**src/rtl/core/vdr_pkg.sv**
```systemverilog
// Shared constants, layer height table and helpers of the depth remap unit.
`timescale 1ns / 1ps
package vdr_pkg;

  localparam int TableEntries  = 50;
  localparam int MaxSize       = 1024;
  localparam int CoordFracBits = 16;

  localparam int SizeW   = 11;
  localparam int IdxW    = 10;
  localparam int CoordW  = CoordFracBits + 1;
  localparam int AddrW   = 30;
  localparam int DepthW  = 21;
  localparam int TblIdxW = $clog2(TableEntries + 1);
  localparam int GrpCnt  = (TableEntries + 7) / 8;
  localparam int DeltaW  = 17;

  localparam int DivQW = 21;
  localparam int DivDW = 22;
  localparam int DivNW = DivQW + DivDW;

  localparam int InTdataW  = ((3 * IdxW + 7) / 8) * 8;
  localparam int OutTdataW = ((3 * CoordW + AddrW + 7) / 8) * 8;

  localparam logic [DepthW-1:0] DepthMaxQ8 = DepthW'(1408000);
  localparam logic [CoordW-1:0] CoordOne   = CoordW'(1) << CoordFracBits;

  localparam logic [1:0] RegSizeX  = 2'd0;
  localparam logic [1:0] RegSizeY  = 2'd1;
  localparam logic [1:0] RegSizeZ  = 2'd2;
  localparam logic [1:0] RegInvert = 2'd3;

  localparam logic [DepthW-1:0] LayerQ8 [TableEntries] = '{
    21'd1289,    21'd3866,    21'd6456,    21'd9052,    21'd11668,
    21'd14298,   21'd16963,   21'd19662,   21'd22420,   21'd25248,
    21'd28185,   21'd31259,   21'd34537,   21'd38079,   21'd41998,
    21'd46416,   21'd51523,   21'd57543,   21'd64785,   21'd73613,
    21'd84482,   21'd97885,   21'd114362,  21'd134395,  21'd158388,
    21'd186545,  21'd218878,  21'd255159,  21'd295009,  21'd337920,
    21'd383375,  21'd430863,  21'd479946,  21'd530240,  21'd581458,
    21'd633354,  21'd685763,  21'd738534,  21'd791583,  21'd844823,
    21'd898209,  21'd951698,  21'd1005263, 21'd1058880, 21'd1112540,
    21'd1166226, 21'd1219935, 21'd1273654, 21'd1327388, 21'd1381125
  };

  function automatic logic [DepthW-1:0] tbl_at(input logic [TblIdxW-1:0] idx);
    logic [DepthW-1:0] val;
    val = '0;
    if (int'(idx) < TableEntries) begin
      val = LayerQ8[idx];
    end
    return val;
  endfunction

  function automatic logic [SizeW-1:0] eff_size(input logic [SizeW-1:0] s);
    logic [SizeW-1:0] r;
    r = s;
    if (s == '0) begin
      r = SizeW'(1);
    end else if (s > SizeW'(MaxSize)) begin
      r = SizeW'(MaxSize);
    end
    return r;
  endfunction

endpackage

```
**src/rtl/core/vdr_div.sv**
```systemverilog
// Pipelined restoring divider, one quotient bit per stage.
`timescale 1ns / 1ps
module vdr_div import vdr_pkg::*; (
  input  logic             clk_i,
  input  logic             en_i,
  input  logic [DivNW-1:0] num_i,
  input  logic [DivDW-1:0] den_i,
  output logic [DivQW-1:0] quo_o
);

  logic [DivDW-1:0] rem_q [DivQW+1];
  logic [DivQW-1:0] low_q [DivQW+1];
  logic [DivDW-1:0] den_q [DivQW+1];
  logic [DivQW-1:0] quo_q [DivQW+1];

  logic [DivDW-1:0] rem_d [DivQW];
  logic [DivQW-1:0] quo_d [DivQW];

  always_comb begin
    for (int k = 0; k < DivQW; k++) begin
      logic [DivDW:0] trial;
      logic           ge;
      trial = {rem_q[k], low_q[k][DivQW-1]};
      ge    = trial >= {1'b0, den_q[k]};
      rem_d[k] = ge ? DivDW'(trial - {1'b0, den_q[k]}) : trial[DivDW-1:0];
      quo_d[k] = {quo_q[k][DivQW-2:0], ge};
    end
  end

  always_ff @(posedge clk_i) begin
    if (en_i) begin
      rem_q[0] <= num_i[DivNW-1:DivQW];
      low_q[0] <= num_i[DivQW-1:0];
      den_q[0] <= den_i;
      quo_q[0] <= '0;
      for (int k = 0; k < DivQW; k++) begin
        rem_q[k+1] <= rem_d[k];
        low_q[k+1] <= {low_q[k][DivQW-2:0], 1'b0};
        den_q[k+1] <= den_q[k];
        quo_q[k+1] <= quo_d[k];
      end
    end
  end

  assign quo_o = quo_q[DivQW];

endmodule

```
**config.mk**
```make
export PLATFORM = sky130hd
export DESIGN_NAME = vdr_div
export DESIGN_NICKNAME = d
export VERILOG_FILES = /design/src/rtl/core/vdr_pkg.sv /design/src/rtl/core/vdr_div.sv
export SDC_FILE = /design/constraint.sdc
export NUM_CORES = 2
export LEC_CHECK = 0
export ABC_AREA = 1
export CAP_MARGIN = 40
export CORE_MARGIN = 5
export CORE_UTILIZATION = 42
export CTS_BUF_LIST = sky130_fd_sc_hd__clkbuf_16
export DETAILED_ROUTE_END_ITERATION = 10
export DONT_BUFFER_PORTS = 1
export HOLD_SLACK_MARGIN = 0.02
export MAX_ROUTING_LAYER = met4
export PLACE_DENSITY_LB_ADDON = 0.05
export SYNTH_ARGS = -nofsm -noshare
export SYNTH_HDL_FRONTEND = slang
export SYNTH_SLANG_ARGS = --single-unit
export TNS_END_PERCENT = 50
```
**constraint.sdc**
```tcl
create_clock -name clk_i -period 3.2 [get_ports clk_i]
set_clock_uncertainty 0.1 [all_clocks]
set_input_delay 0.64 -clock clk_i [delete_from_list [all_inputs] [get_ports clk_i]]
set_output_delay 0.64 -clock clk_i [all_outputs]
set_load 0.1 [all_outputs]
```
==> flow_summary.json <==
{
  "yosys.area_share.xor_xnor_pct": 1.91,
  "fin_hold_ws_ps": 253,
  "required_ps": 3670,
  "busiest_layer": "met2",
  "final-hold-violation-count": 0,
  "postSynthNetCount": 10288,
  "path_cells": "ha_1 -> inv_1 -> fa_1 -> nand3_1 -> nand3_1 -> nand2_1 -> nand2_1 -> nand2_1 -> nand2_1 -> or2_2 -> nand3_2 -> nand2_1",
  "antenna_violations_before_repair": 5,
  "min_path_type": "in2reg",
  "final_routed_drc_violation_total": 0,
  "adder_cell_area_share_of_the_yosys_netlist_pct": 7.48,
  "wirelength_routed_um": 243000,
  "track_usage_pct": 24.1,
  "avgViaCountPerCell": 4.88,
  "regToRegEndpoint": "rem_q[0][122]",
  "row_count": 162,
  "fin_crit_share_pct": 92.2,
  "htree_levels": 4,
  "cp-end-kind": "flip-flop",
  "critical_path.endpoint": "rem_q[0][122]",
  "max-slew-margin-rel_pct": 40.6,
  "timing.setup.tns_ps": 0,
  "vias": 62271,
  "grt_use_met3_pct": 2.62,
  "clkLatencyLatePin_ps": 810,
  "post_cts_hold_buffer_count": 65,
  "core_area_mm2": 0.195,
  "ff2ff_setup_slack_ps": 250,
  "arr_time_crit_path_ps": 3420,
  "use_met2_pct": 38.7,
  "synth.cell_area_mm2": 0.0826,
  "clock_tree.root_cell": "sky130_fd_sc_hd__clkbuf_16",
  "cts.path.max_buffers": 3,
  "synth-compound-area-share_pct": 3.62,
  "p_per_area_mw_per_mm2": 948,
  "place.gp.congestion": 0.940,
  "yosysTopAreaCellShare_pct": 50.4,
  "tightestPinTransition_ps": 893,
  "final_net_count": 10556,
  "timing.final.crit_period_ps": 2950,
  "clock_sinks": 1386,
  "path_depth": 12,
  "pin_count": 88,
  "clock_transition_at_the_register_clock_pins_on_the_worst_setup_and_hold_paths_after_cts_ps": 60,
  "drt_iter0_drc": 4864,
  "status": "completed",
  "first_pass_iters": 6,
  "overflow_left_after_global_routing": 0,
  "ir_worst_vdd_v": 0.000575,
  "rsz0062_at_grt": "no",
  "total_cell_area_at_the_placement_stage_mm2": 0.0865,
  "setup.worst_path.start_class": "flip-flop",
  "stage_delay_of_the_slowest_cell_on_the_critical_path_ps": 510,
  "timing.critical_path.slowest_stage_cell": "sky130_fd_sc_hd__edfxtp_1",
  "drv_slew": 0,
  "yosys_warnings": 0,
  "synth_top_area_cell": "sky130_fd_sc_hd__edfxtp_1",
  "synth_top_family_by_area": "simple AND/OR/NAND/NOR gates",
  "first_global_vias": 59878,
  "wire_per_inst_um": 19.1,
  "cts_inserted_buffers": 158,
  "timing.max_cap.violations": 0,
  "cts_post_setup_buffers_inserted": 0,
  "syn_area_per_cell_um2": 8.48,
  "die_width_um": 454,
  "nFillCells": 19352,
  "ys_types": 43,
  "critical_path_peak_fanout": 3,
  "global_route.usage.met1_pct": 33.0,
  "detailed_place_hpwl_um": 196000,
  "cpLargestDelayFamily": "simple AND/OR/NAND/NOR gates",
  "tritoncts": "yes",
  "yosys_register_bits": 1386,
  "grt_pass1_wl_um": 368000,
  "fp.dieArea_mm2": 0.206,
  "cts-resized-gates": 0,
  "fmax_mhz": 339,
  "p_leak_nw": 44.4,
  "area_overhead_of_the_layout_relative_to_synthesis_pct": 11.8,
  "cp_common_cell": "sky130_fd_sc_hd__nand2_1",
  "reg2regPathDepth": 12,
  "r2r-start": "den_q[4][0]",
  "finalSetupViolCount": 0,
  "synth_sequential_area_ratio_pct": 50.4,
  "grt_max_degree": 105,
  "fin_area_mm2": 0.0923,
  "final_layout_size_suffix_gt1_share_pct": 6.40,
  "synthTopCellsByArea": "sky130_fd_sc_hd__edfxtp_1 50%, sky130_fd_sc_hd__nand2_1 15%, sky130_fd_sc_hd__inv_1 8.9%",
  "setup.worst_path.start": "den_q[4][0]",
  "postRouteAntennaNets": 0,
  "muxShareOfSynthArea_pct": 0,
  "synthCells": 9739,
  "critical_path_buf_inv_count": 1,
  "initial_utilization_pct": 42.3,
  "chipHeight_um": 454,
  "synth_simple_gate_area_share_pct": 26.6,
  "path_class": "reg2reg",
  "input_output_buffers": 0
}
==> metal layers <==
layer	share of wire, %	up-vias	wire [um]
met5	0	-	0
met4	2.5	0	6150
met3	4.0	298	9790
met2	46	1259	113000
met1	47	29011	114000
li1	-	31703	-
==> power breakdown <==
group / internal [mW] / switching (mW)
clock: 10.3 / 7.73
sequential: 25.7 / 3.12
combinational: 13.4 / 27.3
total: 49.4 / 38.1
==> kinds of logic (layout without fill, tap and decap cells) <==
family          Yosys count  after routing
flops                  1386           1386
fa+ha+maj               482            482
compound gates          532            532
buf+inv                2053           2449
simple gates           5106           5106
xor+xnor                180            180
other cells               0              1
==> cells in the final DEF (no fill, tap or decap), types with 14 or more instances in the layout <==
master	n
sky130_fd_sc_hd__nor3_1	68
sky130_fd_sc_hd__nand2_1	3262
sky130_fd_sc_hd__dlygate4sd3_1	65
sky130_fd_sc_hd__inv_2	14
sky130_fd_sc_hd__clkinv_1	28
sky130_fd_sc_hd__fa_1	20
sky130_fd_sc_hd__nand3_2	41
sky130_fd_sc_hd__nand4_1	69
sky130_fd_sc_hd__nor2_4	15
sky130_fd_sc_hd__a21oi_1	254
sky130_fd_sc_hd__o21ai_1	124
sky130_fd_sc_hd__nor2_1	536
sky130_fd_sc_hd__and2_1	25
sky130_fd_sc_hd__xor2_1	175
sky130_fd_sc_hd__o21ai_2	43
sky130_fd_sc_hd__nand3b_1	106
sky130_fd_sc_hd__clkinv_2	26
sky130_fd_sc_hd__ha_1	462
sky130_fd_sc_hd__clkbuf_16	158
sky130_fd_sc_hd__nand3_1	803
sky130_fd_sc_hd__buf_4	95
sky130_fd_sc_hd__o21ai_0	47
sky130_fd_sc_hd__edfxtp_1	1386
sky130_fd_sc_hd__buf_12	25
sky130_fd_sc_hd__inv_1	1977
sky130_fd_sc_hd__nor2_2	38
sky130_fd_sc_hd__bufinv_16	15
sky130_fd_sc_hd__o21bai_1	42
sky130_fd_sc_hd__nand2_2	97
==> state kept, by name, indices dropped and copies added, names as in the netlist <==
register and flops:
den_q 462, rem_q 462, low_q 231, quo_q 231
==> final cells by class <==
| cell class | instances | area, um2 | share of cell area [%] |
|---|---|---|---|
| inverter | 1964 | 7370 | 7.98 |
| tap | 2624 | 3280 | 3.56 |
| sequential | 1386 | 41600 | 45.1 |
| clock buffer | 158 | 3950 | 4.28 |
| multi-input combinational | 6300 | 32700 | 35.5 |
| clock inverter | 130 | 1220 | 1.32 |
| timing repair buffer | 197 | 2150 | 2.33 |
| antenna | 1 | 2.50 | 0.00271 |
==> synth_stat cells, drive strengths merged <==
cell	n
a211oi	2
a21boi	12
a21oi	256
and2	25
and3	1
buf	89
edfxtp	1386
fa	20
ha	462
inv	1964
nand2	3359
nand3	846
nand3b	106
nand4	89
nor2	589
nor3	75
nor3b	1
nor4	3
o21a	5
o21ai	214
o21bai	42
o31a	1
or2	12
xnor2	5
xor2	175
==> worst min path at each step <==
stage	startpoint	endpoint	slack [ps]	depth (start not counted)
finish	en_i	low_q[0][13]	250	1
global route	en_i	low_q[0][13]	220	1
CTS	en_i	low_q[0][13]	210	1
detailed placement	low_q[0][79]	low_q[0][101]	300	0
global placement	low_q[0][101]	low_q[0][123]	300	0
floorplan	low_q[0][78]	low_q[0][100]	300	0
==> per-stage QoR <==
| stage | util (%) | setup slack [ps] | cells | power [mW] |
|---|---|---|---|---|
| after CTS | 47.3 | 291 | 12759 | 88.3 |
| after detailed placement | 44.3 | 302 | 12406 | 69.6 |
| after global placement | 44.1 | 70.3 | 12394 | 69.5 |
| after floorplan | - | 986 | 9739 | 56.7 |
| final | 47.3 | 250 | 12760 | 87.5 |
| after global routing | 47.3 | 134 | 12760 | 94.4 |
No activity file was read; power rests on OpenSTA's default activity.
